===== src/sv/elt_pkg.sv =====
// Types, token codes and character-class functions for the tokenizer.
// Depends on nothing; used by the top level and its checker.
package elt_pkg;

   localparam logic OP_CHAR = 1'b0;
   localparam logic OP_END  = 1'b1;

   localparam int QUEUE_DEPTH    = 4;
   localparam int QUEUE_PTR_BITS = 2;
   localparam int QUEUE_CNT_BITS = 3;

   typedef enum logic [5:0] {
      TK_LET    = 6'd0,  TK_LETFUN = 6'd1,  TK_IN     = 6'd2,  TK_IF     = 6'd3,
      TK_ELSE   = 6'd4,  TK_THEN   = 6'd5,  TK_RAND   = 6'd6,  TK_INT    = 6'd7,
      TK_TRUE   = 6'd8,  TK_FALSE  = 6'd9,  TK_IDENT  = 6'd10, TK_ARROW  = 6'd11,
      TK_DARROW = 6'd12, TK_ASSIGN = 6'd13, TK_PLUS   = 6'd14, TK_MINUS  = 6'd15,
      TK_STAR   = 6'd16, TK_SLASH  = 6'd17, TK_COMMA  = 6'd18, TK_EQ     = 6'd19,
      TK_NE     = 6'd20, TK_LE     = 6'd21, TK_GE     = 6'd22, TK_AMP    = 6'd23,
      TK_BSLASH = 6'd24, TK_BAR    = 6'd25, TK_COLON  = 6'd26, TK_LBRACE = 6'd27,
      TK_RBRACE = 6'd28, TK_LPAREN = 6'd29, TK_RPAREN = 6'd30, TK_OR     = 6'd31,
      TK_AND    = 6'd32, TK_PROB   = 6'd33, TK_NOT    = 6'd34, TK_EOF    = 6'd35,
      TK_DUMMY  = 6'd36, TK_ERROR  = 6'd37
   } token_kind_type;

   typedef enum logic [2:0] {
      MODE_IDLE,
      MODE_INT,
      MODE_IDENT,
      MODE_MINUS,
      MODE_PAIR
   } scan_mode_type;

   typedef struct packed {
      logic       op;
      logic [7:0] char_byte;
   } req_type;

   typedef struct packed {
      logic [5:0]  token_kind;
      logic [15:0] start_position;
      logic [15:0] token_length;
      logic        last_token;
   } rsp_type;

   typedef struct packed {
      logic           hit;
      token_kind_type kind;
   } kind_hit_type;

   localparam logic [55:0] KW_LET    = 56'("let");
   localparam logic [55:0] KW_LETFUN = 56'("letfun");
   localparam logic [55:0] KW_IN     = 56'("in");
   localparam logic [55:0] KW_IF     = 56'("if");
   localparam logic [55:0] KW_ELSE   = 56'("else");
   localparam logic [55:0] KW_THEN   = 56'("then");
   localparam logic [55:0] KW_RAND   = 56'("rand");
   localparam logic [55:0] KW_TRUE   = 56'("true");
   localparam logic [55:0] KW_FALSE  = 56'("false");
   localparam logic [55:0] KW_PROB   = 56'("Prob");
   localparam logic [55:0] KW_NOT    = 56'("not");
   localparam logic [55:0] KW_DUMMY  = 56'("dummy");

   function automatic logic is_space(input logic [7:0] c);
      return (c inside {8'd32, [8'd9:8'd13]});
   endfunction

   function automatic logic is_digit(input logic [7:0] c);
      return (c inside {["0":"9"]});
   endfunction

   function automatic logic is_alpha(input logic [7:0] c);
      return (c inside {["a":"z"], ["A":"Z"]});
   endfunction

   function automatic logic is_pair_start(input logic [7:0] c);
      return (c inside {"=", "!", "<", ">", "\\", "/"});
   endfunction

   function automatic kind_hit_type single_kind(input logic [7:0] c);
      kind_hit_type r;
      r.hit  = 1'b1;
      r.kind = TK_ERROR;
      case (c)
         "=":     r.kind = TK_ASSIGN;
         "+":     r.kind = TK_PLUS;
         "-":     r.kind = TK_MINUS;
         "*":     r.kind = TK_STAR;
         "/":     r.kind = TK_SLASH;
         ",":     r.kind = TK_COMMA;
         "&":     r.kind = TK_AMP;
         "\\":    r.kind = TK_BSLASH;
         "|":     r.kind = TK_BAR;
         ":":     r.kind = TK_COLON;
         "{":     r.kind = TK_LBRACE;
         "}":     r.kind = TK_RBRACE;
         "(":     r.kind = TK_LPAREN;
         ")":     r.kind = TK_RPAREN;
         default: r.hit  = 1'b0;
      endcase
      return r;
   endfunction

   function automatic kind_hit_type pair_kind(input logic [7:0] a, input logic [7:0] b);
      kind_hit_type r;
      r.hit  = 1'b1;
      r.kind = TK_ERROR;
      if (a == "=" && b == ">")       r.kind = TK_DARROW;
      else if (a == "=" && b == "=")  r.kind = TK_EQ;
      else if (a == "!" && b == "=")  r.kind = TK_NE;
      else if (a == "<" && b == "=")  r.kind = TK_LE;
      else if (a == ">" && b == "=")  r.kind = TK_GE;
      else if (a == "\\" && b == "/") r.kind = TK_OR;
      else if (a == "/" && b == "\\") r.kind = TK_AND;
      else                            r.hit  = 1'b0;
      return r;
   endfunction

   function automatic token_kind_type keyword_kind(input logic [55:0] w);
      token_kind_type k;
      case (w)
         KW_LET:    k = TK_LET;
         KW_LETFUN: k = TK_LETFUN;
         KW_IN:     k = TK_IN;
         KW_IF:     k = TK_IF;
         KW_ELSE:   k = TK_ELSE;
         KW_THEN:   k = TK_THEN;
         KW_RAND:   k = TK_RAND;
         KW_TRUE:   k = TK_TRUE;
         KW_FALSE:  k = TK_FALSE;
         KW_PROB:   k = TK_PROB;
         KW_NOT:    k = TK_NOT;
         KW_DUMMY:  k = TK_DUMMY;
         default:   k = TK_IDENT;
      endcase
      return k;
   endfunction

endpackage


===== src/sv/expression_language_tokenizer.sv =====
// Tokenizer top level: scan state, token building and a four-entry result queue.
// Depends on elt_pkg.
// A token is written into the result queue by the transfer that completes it.
// Throughput: one character per cycle; req_ready is high while the result queue
// holds two entries or fewer, so an item that completes two tokens finds room
// for both. Reset (synchronous) empties the queue and returns to position zero.
module expression_language_tokenizer #(
   parameter int POSITION_BITS = 16
) (
   input  logic             clock,
   input  logic             reset,
   input  logic             req_valid,
   output logic             req_ready,
   input  elt_pkg::req_type req_data,
   output logic             rsp_valid,
   input  logic             rsp_ready,
   output elt_pkg::rsp_type rsp_data
);

   localparam int PB = POSITION_BITS;

   elt_pkg::scan_mode_type mode_ff, mode_in;
   logic [7:0]    pend_char_ff, pend_char_in;
   logic [PB-1:0] pos_ff, pos_in, pos_inc;
   logic [PB-1:0] start_ff, start_in;
   logic [55:0]   window_ff, window_in;
   logic          discard_ff, discard_in;
   logic [15:0]   len_ff, len_in, len_inc;

   elt_pkg::rsp_type                     queue_ff [elt_pkg::QUEUE_DEPTH];
   logic [elt_pkg::QUEUE_PTR_BITS-1:0]   wr_ptr_ff, wr_ptr_in, rd_ptr_ff, rd_ptr_in;
   logic [elt_pkg::QUEUE_CNT_BITS-1:0]   count_ff, count_in;

   logic             accept, pop, handled;
   logic [1:0]       n;
   elt_pkg::rsp_type r0, r1;
   logic [7:0]       c;

   logic             close_emit, close_err;
   elt_pkg::rsp_type close_rsp;
   elt_pkg::kind_hit_type close_sk, beg_sk, pk;

   logic             beg_emit, beg_err;
   elt_pkg::scan_mode_type beg_mode;
   elt_pkg::rsp_type beg_rsp;

   function automatic logic [15:0] clip16(input logic [PB-1:0] v);
      logic [32:0] w;
      w = 33'(v);
      return (w > 33'h0FFFF) ? 16'hFFFF : w[15:0];
   endfunction

   assign c         = req_data.char_byte;
   assign accept    = req_valid && req_ready;
   assign pop       = rsp_valid && rsp_ready;
   assign req_ready = (count_ff <= elt_pkg::QUEUE_CNT_BITS'(elt_pkg::QUEUE_DEPTH - 2));
   assign rsp_valid = (count_ff != '0);
   assign rsp_data  = queue_ff[rd_ptr_ff];
   assign pos_inc   = (pos_ff == '1) ? pos_ff : pos_ff + PB'(1);
   assign len_inc   = (len_ff == 16'hFFFF) ? len_ff : len_ff + 16'd1;
   assign pk        = elt_pkg::pair_kind(pend_char_ff, c);

   // Token that the current state holds, reported as complete.
   always_comb begin
      close_emit = 1'b0;
      close_err  = 1'b0;
      close_sk   = elt_pkg::single_kind(pend_char_ff);
      close_rsp.token_kind     = elt_pkg::TK_INT;
      close_rsp.start_position = clip16(start_ff);
      close_rsp.token_length   = 16'd1;
      close_rsp.last_token     = 1'b0;
      case (mode_ff)
         elt_pkg::MODE_INT: begin
            close_emit             = 1'b1;
            close_rsp.token_length = len_ff;
         end
         elt_pkg::MODE_IDENT: begin
            close_emit             = 1'b1;
            close_rsp.token_length = len_ff;
            close_rsp.token_kind   = (len_ff <= 16'd6) ? elt_pkg::keyword_kind(window_ff)
                                                       : elt_pkg::TK_IDENT;
         end
         elt_pkg::MODE_MINUS: begin
            close_emit           = 1'b1;
            close_rsp.token_kind = elt_pkg::TK_MINUS;
         end
         elt_pkg::MODE_PAIR: begin
            close_emit = 1'b1;
            if (close_sk.hit) begin
               close_rsp.token_kind = close_sk.kind;
            end else begin
               close_err            = 1'b1;
               close_rsp.token_kind = elt_pkg::TK_ERROR;
               close_rsp.last_token = 1'b1;
            end
         end
         default: begin
            close_emit = 1'b0;
         end
      endcase
   end

   // Token started by the incoming character with nothing pending.
   always_comb begin
      beg_emit = 1'b0;
      beg_err  = 1'b0;
      beg_mode = elt_pkg::MODE_IDLE;
      beg_sk   = elt_pkg::single_kind(c);
      beg_rsp.token_kind     = beg_sk.kind;
      beg_rsp.start_position = clip16(pos_ff);
      beg_rsp.token_length   = 16'd1;
      beg_rsp.last_token     = 1'b0;
      if (elt_pkg::is_space(c)) begin
         beg_mode = elt_pkg::MODE_IDLE;
      end else if (elt_pkg::is_digit(c)) begin
         beg_mode = elt_pkg::MODE_INT;
      end else if (c == "-") begin
         beg_mode = elt_pkg::MODE_MINUS;
      end else if (elt_pkg::is_pair_start(c)) begin
         beg_mode = elt_pkg::MODE_PAIR;
      end else if (elt_pkg::is_alpha(c)) begin
         beg_mode = elt_pkg::MODE_IDENT;
      end else begin
         beg_emit = 1'b1;
         if (!beg_sk.hit) begin
            beg_err            = 1'b1;
            beg_rsp.token_kind = elt_pkg::TK_ERROR;
            beg_rsp.last_token = 1'b1;
         end
      end
   end

   always_comb begin
      mode_in      = mode_ff;
      pend_char_in = pend_char_ff;
      pos_in       = pos_ff;
      start_in     = start_ff;
      window_in    = window_ff;
      discard_in   = discard_ff;
      len_in       = len_ff;
      handled      = 1'b0;
      n            = 2'd0;
      r0           = close_rsp;
      r1           = close_rsp;
      if (accept) begin
         if (req_data.op == elt_pkg::OP_END) begin
            if (!discard_ff) begin
               if (close_emit) begin
                  r0 = close_rsp;
                  n  = 2'd1;
               end
               if (!close_err) begin
                  r1.token_kind     = elt_pkg::TK_EOF;
                  r1.start_position = clip16(pos_ff);
                  r1.token_length   = 16'd0;
                  r1.last_token     = 1'b1;
                  if (n == 2'd0) begin
                     r0 = r1;
                  end
                  n = n + 2'd1;
               end
            end
            // Start a fresh stream.
            mode_in      = elt_pkg::MODE_IDLE;
            pend_char_in = '0;
            pos_in       = '0;
            start_in     = '0;
            window_in    = '0;
            discard_in   = 1'b0;
            len_in       = '0;
         end else if (!discard_ff) begin
            pos_in = pos_inc;
            case (mode_ff)
               elt_pkg::MODE_INT: begin
                  if (elt_pkg::is_digit(c)) begin
                     len_in  = len_inc;
                     handled = 1'b1;
                  end
               end
               elt_pkg::MODE_IDENT: begin
                  if (elt_pkg::is_alpha(c) || elt_pkg::is_digit(c) || c == "_") begin
                     len_in  = len_inc;
                     handled = 1'b1;
                     if (len_inc <= 16'd7) begin
                        window_in = {window_ff[47:0], c};
                     end
                  end
               end
               elt_pkg::MODE_MINUS: begin
                  if (elt_pkg::is_digit(c)) begin
                     mode_in = elt_pkg::MODE_INT;
                     len_in  = 16'd2;
                     handled = 1'b1;
                  end else if (c == ">") begin
                     r0.token_kind   = elt_pkg::TK_ARROW;
                     r0.token_length = 16'd2;
                     r0.last_token   = 1'b0;
                     n       = 2'd1;
                     mode_in = elt_pkg::MODE_IDLE;
                     handled = 1'b1;
                  end
               end
               elt_pkg::MODE_PAIR: begin
                  if (pk.hit) begin
                     r0.token_kind   = pk.kind;
                     r0.token_length = 16'd2;
                     r0.last_token   = 1'b0;
                     n       = 2'd1;
                     mode_in = elt_pkg::MODE_IDLE;
                     handled = 1'b1;
                  end
               end
               default: begin
                  handled = 1'b0;
               end
            endcase
            if (!handled) begin
               mode_in = elt_pkg::MODE_IDLE;
               if (close_emit) begin
                  r0 = close_rsp;
                  n  = 2'd1;
               end
               if (close_err) begin
                  discard_in = 1'b1;
               end else begin
                  mode_in = beg_mode;
                  if (!elt_pkg::is_space(c)) begin
                     start_in = pos_ff;
                     len_in   = 16'd1;
                  end
                  if (beg_mode == elt_pkg::MODE_PAIR) begin
                     pend_char_in = c;
                  end
                  if (beg_mode == elt_pkg::MODE_IDENT) begin
                     window_in = {48'd0, c};
                  end
                  if (beg_emit) begin
                     if (n == 2'd0) begin
                        r0 = beg_rsp;
                     end else begin
                        r1 = beg_rsp;
                     end
                     n = n + 2'd1;
                  end
                  if (beg_err) begin
                     discard_in = 1'b1;
                  end
               end
            end
         end
      end
   end

   always_comb begin
      wr_ptr_in = wr_ptr_ff + elt_pkg::QUEUE_PTR_BITS'(n);
      rd_ptr_in = pop ? rd_ptr_ff + elt_pkg::QUEUE_PTR_BITS'(1) : rd_ptr_ff;
      count_in  = count_ff + elt_pkg::QUEUE_CNT_BITS'(n)
                  - elt_pkg::QUEUE_CNT_BITS'(pop);
   end

   always_ff @(posedge clock) begin
      if (reset) begin
         mode_ff      <= elt_pkg::MODE_IDLE;
         pend_char_ff <= '0;
         pos_ff       <= '0;
         start_ff     <= '0;
         window_ff    <= '0;
         discard_ff   <= 1'b0;
         len_ff       <= '0;
         wr_ptr_ff    <= '0;
         rd_ptr_ff    <= '0;
         count_ff     <= '0;
      end else begin
         mode_ff      <= mode_in;
         pend_char_ff <= pend_char_in;
         pos_ff       <= pos_in;
         start_ff     <= start_in;
         window_ff    <= window_in;
         discard_ff   <= discard_in;
         len_ff       <= len_in;
         wr_ptr_ff    <= wr_ptr_in;
         rd_ptr_ff    <= rd_ptr_in;
         count_ff     <= count_in;
      end
   end

   // Queue payload; a second token lands in the slot after the first.
   always_ff @(posedge clock) begin
      if (n != 2'd0) begin
         queue_ff[wr_ptr_ff] <= r0;
      end
      if (n == 2'd2) begin
         queue_ff[wr_ptr_ff + elt_pkg::QUEUE_PTR_BITS'(1)] <= r1;
      end
   end

endmodule


===== config.mk =====
export PLATFORM = sky130hd
export DESIGN_NAME = expression_language_tokenizer
export DESIGN_NICKNAME = d
export VERILOG_FILES = /design/src/sv/elt_pkg.sv /design/src/sv/expression_language_tokenizer.sv
export SDC_FILE = /design/constraint.sdc
export NUM_CORES = 1
export LEC_CHECK = 0
export BUFFER_PORTS_ARGS = -buffer_cell sky130_fd_sc_hd__buf_2
export CORE_ASPECT_RATIO = 0.9
export CORE_UTILIZATION = 45
export CTS_CLUSTER_DIAMETER = 80
export DETAILED_ROUTE_END_ITERATION = 12
export PLACE_DENSITY_LB_ADDON = 0.25
export SLEW_MARGIN = 20
export SYNTH_ARGS = -nofsm -noshare
export SYNTH_HDL_FRONTEND = slang
export SYNTH_SLANG_ARGS = --single-unit

===== constraint.sdc =====
create_clock -name clock -period 5.03 [get_ports clock]
set_input_delay 0.2515 -clock clock [delete_from_list [all_inputs] [get_ports clock]]
set_output_delay 0.2515 -clock clock [all_outputs]
set_load 0.05 [all_outputs]

Yosys cells after proc, flatten, opt, wreduce, memory -nomap -nowiden
Memories as Yosys holds them, arrays and structs flattened. A register that Yosys moved wholly into a read port is not among the register bits.
Index checks and enable logic that the tools add are counted.
Widths: inputs -> output; s select.
Storage, ports and cells
  register bits after elaboration: 123
  RAM bits: 156
  output and inout bits: 41
  word-level logic and storage cells: 284
  memories: 1
Operators by class
  $add $sub $neg: 9
  order comparisons: 11
  equality and inequality tests: 65
  muxes and demuxes: 156
  reduce and logical (&&, ||, !) cells: 32
Memory list
  queue_ff: depth 4, bits a word 39, read ports 1, clocked after memory_dff 1, write ports 2, line expression_language_tokenizer.sv:30  | elt_pkg::rsp_type queue_ff [elt_pkg::QUEUE_DEPTH];
Operators by type and width (number)
  $mux 39: 20
  $mux 56: 8
  $mux 16: 18
  $eq 56x31->1 const B: 5
  $eq 8x6->1 const B: 27
  $pmux 6 s14: 2
  $eq 56x15->1 const B: 2
  $eq 56x23->1 const B: 2
  $eq 56x39->1 const B: 2
  $mux 6: 17
  $eq 8x7->1 const B: 9
  $pmux 6 s12: 1
  $eq 56x47->1 const B: 1
  $mux 17: 3
  $pmux 16 s3: 1
  $mux 1: 44
  $mux 8: 5
  $mux 2: 19
  $mux 3: 12
  $pmux 17 s2: 1
  $add 16x1->16 const B: 2
  $eq 16x16->1 const B: 2
  $le 16x3->1 const B: 2
  $reduce_or 14->1: 2
  35 further kinds: 66

Depth between registers and ports, before layout
Gate-level depths: netlist (run 1).
  word-level depth: 28
  gate-level depth with buffers: 19
  gate-level depth less buffers: 17

Least setup slack after synthesis (run 1)
No wires, ideal clock.
  kind: input to register
  start: input port req_data[0] (netlist bit)
  end: memory queue_ff[1][0] (netlist bit), enable pin
  setup time: 0.435 ns
  data arrival time: 4.211 ns
  required time: 4.595 ns
  setup slack: 0.384 ns
  stages on the path: 11
  buffers on the path: 0
  cell sequence: or4b_1 -> a21o_1 -> a2111oi_4 -> or3_4 -> inv_1 -> ha_1 -> o21a_1 -> o31a_4 -> nor2_1 -> a21oi_1 -> nor2_1
RTL lines
  start, declared: line expression_language_tokenizer.sv:14  | input elt_pkg::req_type req_data,
  end, declared: line expression_language_tokenizer.sv:30

==> metrics.yaml, run 1 <==
wl_per_cell_um: 21.2
drc: 0
avgSynthCellArea_um2: 10.8
slowest_delay_ns: 0.58
fin_skew_ns: 0.0169
seq_area_frac_synth_pct: 45.9
p_switching_uw: 2290
cp-start-kind: "register"
power_density_nw_per_um2: 391
clock_sinks: 281
timing.final.crit_share_pct: 85.3
grt_max_degree: 49
postRouteAntennaNets: 0
die_w_um: 199
p_int_uw: 4480
insertion_delay_ns: 0.58
hpwlAfterDp_um: 27800
setup_tns_ns: 0
hold_buffers: 0
dp.cells: 1881
worstPathMaxFanout: 16
syn_area_um2: 15700
core-area_um2: 34100
grt.total_usage_pct: 23.3
yosysTopAreaCellShare_pct: 29.9
crit_top_cell: "and3_1"
die_y_um: 179
crit_slowest_cell: "or3b_1"
dieArea_um2: 35600
first_pass_iters: 5
p_leak_uw: 0.00624
rows: 64
grt_pass1_vias: 11267
area_growth_pct: 10.4
maxCapViolCount: 0
drv_slew: 0
p_clk_share_pct: 33.5
setup_viol: 0
post_cts_resized: 0
cts_tree: "built"
stdcell_count: 1939
ys_types: 106
power_frac_seq_pct: 39.8
clk_pin_slew_worst_paths_ns: 0.06
tightest_slew_ns: 1.03
drive_gt1_share_pct: 19.2
synth_edf_count: 156
num-fill-cells: 3129
nets: 1475
status: "complete, no violations"
final_common_cell: "nor2_1"
syn_inst: 1444
crit_path_end_kind: "register"
async_reset_ff_share_pct: 0
fmax_mhz: 233
cts_setup_buffers: 0
wirelength_um: 41000
numCtsBuffers: 31
synth.area.top_cells: "edfxtp_1 (30%), dfxtp_1 (16%), mux4_2 (5.6%)"
initial_core_util_pct: 45.9
switching_share_pct: 33.9
design_power_total_uw: 6770
critical_path_arrival_ns: 4.61
final_util_pct: 50.7
peakVddDrop_mv: 0.364
antennaDiodeCount: 0
port_buffers: 53
yosysTopAreaCell: "edfxtp_1"
routabilityCongestion: 0.962
dr.first_iter.drc_count: 1152
path_cells: "or3b_1, a41o_1, nor2_1, and3_1, inv_1, ha_1, and3_1, a21oi_4, nor2_1, and3_1, o21bai_4, buf_4, mux2_2"
viasPerCell: 6.08
min_path_type: "in2reg"
required_ns: 5.35
rsz0062_at_grt: "no"
final-hold-violation-count: 0
ys_warn_count: 0
synth_flop_cell: "edfxtp_1"
grt_pass1_wl_um: 65000
ys_ff_latch: 281
ios: 54
combPwrFrac_pct: 26.7
antenna_found_initial: 0
min_period_ns: 4.29
critPathKind: "reg2reg"
syn_nets: 1467
vias: 11791
clock-root-buffer: "clkbuf_16"
htreeDepth: 1
overflow: 0
final_cell_mix: "nor2_1 (163), edfxtp_1 (156), dfxtp_1 (123)"
clockBufferDepth: 3
max-slew-margin-rel_pct: 30.8
## layer usage
metal / GRT usage [%] / wire length, um / up-vias
li1: - / - / 5570
met1: 34.5 / 19300 / 5823
met2: 35.8 / 18500 / 342
met3: 3.44 / 2350 / 56
met4: 5.54 / 922 / 0
met5: 0 / 0 / -
## path summary, 6_finish.rpt
path	startpoint	slack (ns)	end	cells after the start
worst min register to register	window_ff[53]	0.48	window_ff[53]	1
worst min-delay path	req_data[5]	0.15	window_ff[5]	2
worst max-delay path	mode_ff[1]	0.74	queue_ff[3][18]	13
worst max register to register	mode_ff[1]	0.74	queue_ff[3][18]	13
## kinds of logic (layout without fill, tap and decap cells)
family	Yosys count	count (layout)	share of synthesized area, %
AO/OA/AOI/OAI	307	307	15.1
XOR/XNOR	23	23	1.29
adder cells (fa/ha/maj)	10	10	0.847
buffers and inverters	137	170	4.12
flip-flops	281	281	45.9
multiplexers	142	142	13.7
AND/OR/NAND/NOR	544	544	19.1
## sequential cells by signal, summed over array words and instances (netlist names), named ones only
signal	flops
pos_ff	16
start_ff	16
mode_ff	3
discard_ff	1
rd_ptr_ff	2
queue_ff	156
wr_ptr_ff	2
window_ff	56
pend_char_ff	8
len_ff	16
count_ff	3
## stage by stage
step	instance area, um2	hold WS, ns	worst slack, ns
after floorplan	15700	0.450	0.384
after global placement	16300	0.463	0.644
after detailed placement	16300	0.466	0.543
after CTS	17300	0.118	0.837
after global routing	17300	0.155	0.587
final	17300	0.146	0.739
## power groups by stage
stage                     Sequential [uW]  Clock (uW)  Combinational, uW
after floorplan                      2670           0               1430
after global placement               2740           0               1810
after detailed placement             2750           0               1820
after CTS                            2700        2310               1820
after global routing                 2720        2400               1920
final                                2700        2270               1810
## cells in the mapped netlist (23+ instances only)
library cell / count
mux2_2: 23
mux2_4: 40
o21ai_0: 40
mux2i_1: 34
mux4_2: 39
buf_2: 30
nand3_1: 34
nand4_1: 23
nand2_1: 74
clkbuf_1: 52
a21oi_1: 54
nand2b_1: 23
edfxtp_1: 156
nor2_1: 167
a22o_1: 76
nor3_1: 35
dfxtp_1: 125
inv_1: 25
## area by class of cell
cell class	instances	area, um2	share of cell area (%)
inverters	29	109	0.629
clock buffers	46	926	5.35
repair buffers	83	528	3.05
flip-flops and latches	281	7190	41.6
clock inverters	12	100	0.578
multi-input cells	1026	7870	45.5
well taps	462	578	3.34
## critical path, delay by kind of cell, from the launching register on
kind	cells	cell delay, ns
fa+ha+maj	1	0.23
compound gates	3	0.66
simple gates	6	1.86
buf+inv	2	0.46
flops	1	0.45
mux	1	0.38
(Power assumes the default switching activity.)
==> inputs of run 2 (changes only) <==
--- a/config.mk
+++ b/config.mk
@@ -7,7 +7,8 @@
 export LEC_CHECK = 0
 export BUFFER_PORTS_ARGS = -buffer_cell sky130_fd_sc_hd__buf_2
 export CORE_ASPECT_RATIO = 0.9
-export CORE_UTILIZATION = 45
+export CORE_MARGIN = 2
+export CORE_UTILIZATION = 35
 export CTS_CLUSTER_DIAMETER = 80
 export DETAILED_ROUTE_END_ITERATION = 12
 export PLACE_DENSITY_LB_ADDON = 0.25
==> metrics.yaml, run 2 (synthesized netlist as in run 1, its figures left out) <==
required_ns: 5.48
drive_gt1_share_pct: 19.1
peakVddDrop_mv: 0.320
numCtsBuffers: 31
grt_pass1_wl_um: 67500
port_buffers: 53
critPathLaunch: "mode_ff[1]"
clock-root-buffer: "clkbuf_16"
power_density_nw_per_um2: 388
grt.total_usage_pct: 18.5
wirelength_um: 43000
placed_cell_area_um2: 16500
clockBufferDepth: 3
cp-start-kind: "register"
largest_register: "queue_ff"
final_cell_mix: "nor2_1 (162), edfxtp_1 (156), dfxtp_1 (123)"
critPathKind: "reg2reg"
die_w_um: 227
routabilityCongestion: 0.911
p_leak_uw: 0.00623
crit_path_end_kind: "register"
vias: 11878
setup_viol: 0
place_ws_ns: 0.606
min_period_ns: 4.31
rows: 73
drv_slew: 0
final_area_um2: 17500
rsz0062_at_grt: "no"
overflow: 0
nets: 1477
r2r_start: "mode_ff[1]"
largestRegisters: "queue_ff x156, window_ff x56"
dieArea_um2: 46500
antennaDiodeCount: 0
first_pass_iters: 5
dr.first_iter.drc_count: 969
maxCapViolCount: 0
whs_ns: 0.0350
holdCritStartpoint: "req_data[0]"
wl_per_cell_um: 20.7
hold_buffers: 0
cts_setup_buffers: 0
clock_sinks: 281
ios: 54
largest_register_ffs: 156
fmax_mhz: 232
grt_max_degree: 49
hpwlAfterDp_um: 29500
die_y_um: 205
min_path_type: "in2reg"
max-slew-margin-rel_pct: 27.8
final-hold-violation-count: 0
drc: 0
setup_tns_ns: 0
setup_slack_ns: 0.721
post_cts_resized: 0
timing.final.crit_share_pct: 85.7
critical_path_arrival_ns: 4.76
final_common_cell: "nor2_1"
fin_skew_ns: 0.0165
initial_core_util_pct: 35.4
antenna_found_initial: 3
num-fill-cells: 4345
final_util_pct: 39.6
insertion_delay_ns: 0.59
viasPerCell: 5.71
htreeDepth: 1
postRouteAntennaNets: 0
core-area_um2: 44200
area_growth_pct: 11.7
worstPathMaxFanout: 12
tightest_slew_ns: 1.08
cts_tree: "built"
status: "complete, no violations"
clk_pin_slew_worst_paths_ns: 0.06
grt_pass1_vias: 11326
run 2: per-layer routing:
metal	up-vias	routed length [um]	part of all wire, %	GRT usage, %
met3	66	2700	6.3	3.40
met5	-	15	0.035	0
li1	5556	-	-	-
met2	347	18800	44	27.9
met4	2	782	1.8	3.62
met1	5907	20800	48	27.5
run 2: stage by stage:
step / std cells / total power [uW]
after floorplan: 1444 / 4100
after global placement: 2021 / 4590
after detailed placement: 2021 / 4600
after CTS: 2079 / 6880
after global routing: 2079 / 7060
final: 2079 / 6790
run 2: critical path, cell delays in order, from the launching register on:
cell	delay (ns)
dfxtp_1	0.44
or3b_1	0.57
a41o_1	0.25
nor2_1	0.24
and3_1	0.42
inv_1	0.11
ha_1	0.28
nand2b_1	0.17
o31a_4	0.22
nand2_1	0.11
ha_1	0.32
inv_1	0.04
ha_1	0.19
fa_1	0.43
xor2_1	0.17
xnor2_1	0.14
nor2_1	0.05
run 2: area by class of cell:
cell class,count,area (um2),share of cell area [%]
Clock buffer,41,885,5.05
Clock inverter,17,141,0.808
Inverter,29,109,0.622
Multi-Input combinational cell,1026,7880,45.0
Sequential cell,281,7190,41.1
Tap cell,600,751,4.29
Timing Repair Buffer,85,556,3.17
run 2: where the power goes:
group          total [uW]  switching [uW]  internal, uW  leakage [uW]
registers            2700             125          2580       0.00258
clock network        2260             963          1300      0.000497
logic                1830            1250           574       0.00315
total                6790            2340          4450       0.00623
run 2: worst paths after layout:
| kind | to | slack, ns | cells after the start |
|---|---|---|---|
| setup / recovery | count_ff[2] | 0.72 | 16 |
| hold reg to reg | window_ff[52] | 0.48 | 1 |
| hold / removal | window_ff[0] | 0.04 | 2 |
| setup reg to reg | count_ff[2] | 0.72 | 16 |
==> inputs of run 3 (changes only) <==
--- a/config.mk
+++ b/config.mk
@@ -6,6 +6,8 @@
 export NUM_CORES = 1
 export LEC_CHECK = 0
 export BUFFER_PORTS_ARGS = -buffer_cell sky130_fd_sc_hd__buf_2
+export CELL_PAD_IN_SITES_DETAIL_PLACEMENT = 1
+export CELL_PAD_IN_SITES_GLOBAL_PLACEMENT = 1
 export CORE_ASPECT_RATIO = 0.9
 export CORE_MARGIN = 2
 export CORE_UTILIZATION = 35
==> metrics.yaml, run 3 (synthesized netlist as in run 1, its figures left out) <==
status: "complete, no violations"
tightest_slew_ns: 1.04
post_cts_resized: 0
clock-root-buffer: "clkbuf_16"
hold_buffers: 0
min_period_ns: 4.26
power_density_nw_per_um2: 400
die_y_um: 205
drc: 0
grt_max_degree: 49
grt_pass1_vias: 12374
p_leak_uw: 0.00635
dp.cells: 2028
die_w_um: 227
critPathKind: "reg2reg"
grt_pass1_wl_um: 73800
crit_path_end_kind: "register"
antenna_found_initial: 0
postRouteAntennaNets: 0
overflow: 0
final_util_pct: 40.0
drv_slew: 0
grt.total_usage_pct: 20.5
timing.final.crit_share_pct: 84.7
setup_tns_ns: 0
switching_share_pct: 34.4
combPwrFrac_pct: 26.1
core-area_um2: 44200
final_cell_mix: "nor2_1 (164), edfxtp_1 (156), dfxtp_1 (123)"
slowest_delay_ns: 0.72
design_power_total_uw: 7080
dieArea_um2: 46500
power_frac_seq_pct: 38.3
crit_slowest_cell: "dfxtp_1"
p_clk_share_pct: 35.6
insertion_delay_ns: 0.56
dr.first_iter.drc_count: 828
setup_viol: 0
clock_sinks: 281
min_path_type: "in2reg"
cts_tree: "built"
required_ns: 5.44
worst-path-buf-inv: 2
largest_register: "queue_ff"
peakVddDrop_mv: 0.226
area_growth_pct: 12.9
first_pass_iters: 5
stdcell_count: 2091
p_switching_uw: 2430
p_int_uw: 4650
htreeDepth: 2
cts_setup_buffers: 0
path_cells: "nor2b_1, a41o_1, nor2_1, and3_1, inv_1, ha_1, nand2b_1, o31a_4, nand2_1, ha_1, inv_1, ha_1, fa_1, xor2_1, xnor2_1, nor2_1"
clockBufferDepth: 3
largest_register_ffs: 156
ios: 54
wl_per_cell_um: 22.5
wirelength_um: 47000
crit_top_cell: "ha_1"
viasPerCell: 5.75
worstPathMaxFanout: 18
max-slew-margin-rel_pct: 30.2
antennaDiodeCount: 0
rows: 73
fmax_mhz: 235
port_buffers: 53
fin_skew_ns: 0.0230
whs_ns: 0.174
vias: 12029
cp-start-kind: "register"
final_common_cell: "nor2_1"
routabilityCongestion: 0.897
initial_core_util_pct: 35.4
final-hold-violation-count: 0
largestRegisters: "queue_ff x156, window_ff x56"
drive_gt1_share_pct: 19.9
critical_path_arrival_ns: 4.67
nets: 1488
numCtsBuffers: 35
hpwlAfterDp_um: 32500
clk_pin_slew_worst_paths_ns: 0.06
rsz0062_at_grt: "no"
cp_top_family: "adder cells"
maxCapViolCount: 0
## run 3: changes by cell type in the layout (fill, tap and decap cells not counted), sizes merged
cell and delta:
clkinv -4, clkinvlp -2, bufinv -1, clkbuf +12, buf +7
## run 3: final timing paths
| kind | slack, ns | startpoint | cells past startpoint | endpoint |
|---|---|---|---|---|
| hold / removal | 0.17 | req_data[5] | 2 | window_ff[5] |
| setup / recovery | 0.77 | pend_char_ff[1] | 16 | count_ff[2] |
| setup reg to reg | 0.77 | pend_char_ff[1] | 16 | count_ff[2] |
| hold reg to reg | 0.49 | window_ff[52] | 1 | window_ff[52] |
## run 3: stage by stage
| stage | worst slack [ns] | cell area (um2) |
|---|---|---|
| 3_3_place_gp | 0.630 | 16500 |
| 6_report | 0.772 | 17700 |
| 3_5_place_dp | 0.470 | 16500 |
| 4_1_cts | 0.776 | 17700 |
| 5_1_grt | 0.477 | 17700 |
| 2_1_floorplan | 0.384 | 15700 |
## run 3: power by group through the flow
stage                     combinational, uW  sequential, uW  clock, uW
after floorplan                        1430            2670          0
after global placement                 1840            2760          0
after detailed placement               1860            2770          0
after CTS                              1870            2720       2580
after global routing                   1940            2740       2660
final                                  1840            2710       2520
## run 3: routing by layer
metal / routed length (um) / part of all wire [%] / vias up / GRT usage [%]
li1: - / - / 5589 / -
met4: 768 / 1.6 / 0 / 5.16
met2: 21400 / 46 / 235 / 32.5
met5: 0 / 0 / - / 0
met1: 23000 / 49 / 6153 / 29.5
met3: 1810 / 3.9 / 52 / 2.95
## run 3: layout make-up
class                   instances  area, um2
clock buffers                  53       1080
fillers                      4865      26500
clock inverters                10       76.3
well taps                     600        751
repair buffers                 92        621
multi-input cells            1026       7870
flip-flops and latches        281       7190
inverters                      29        109
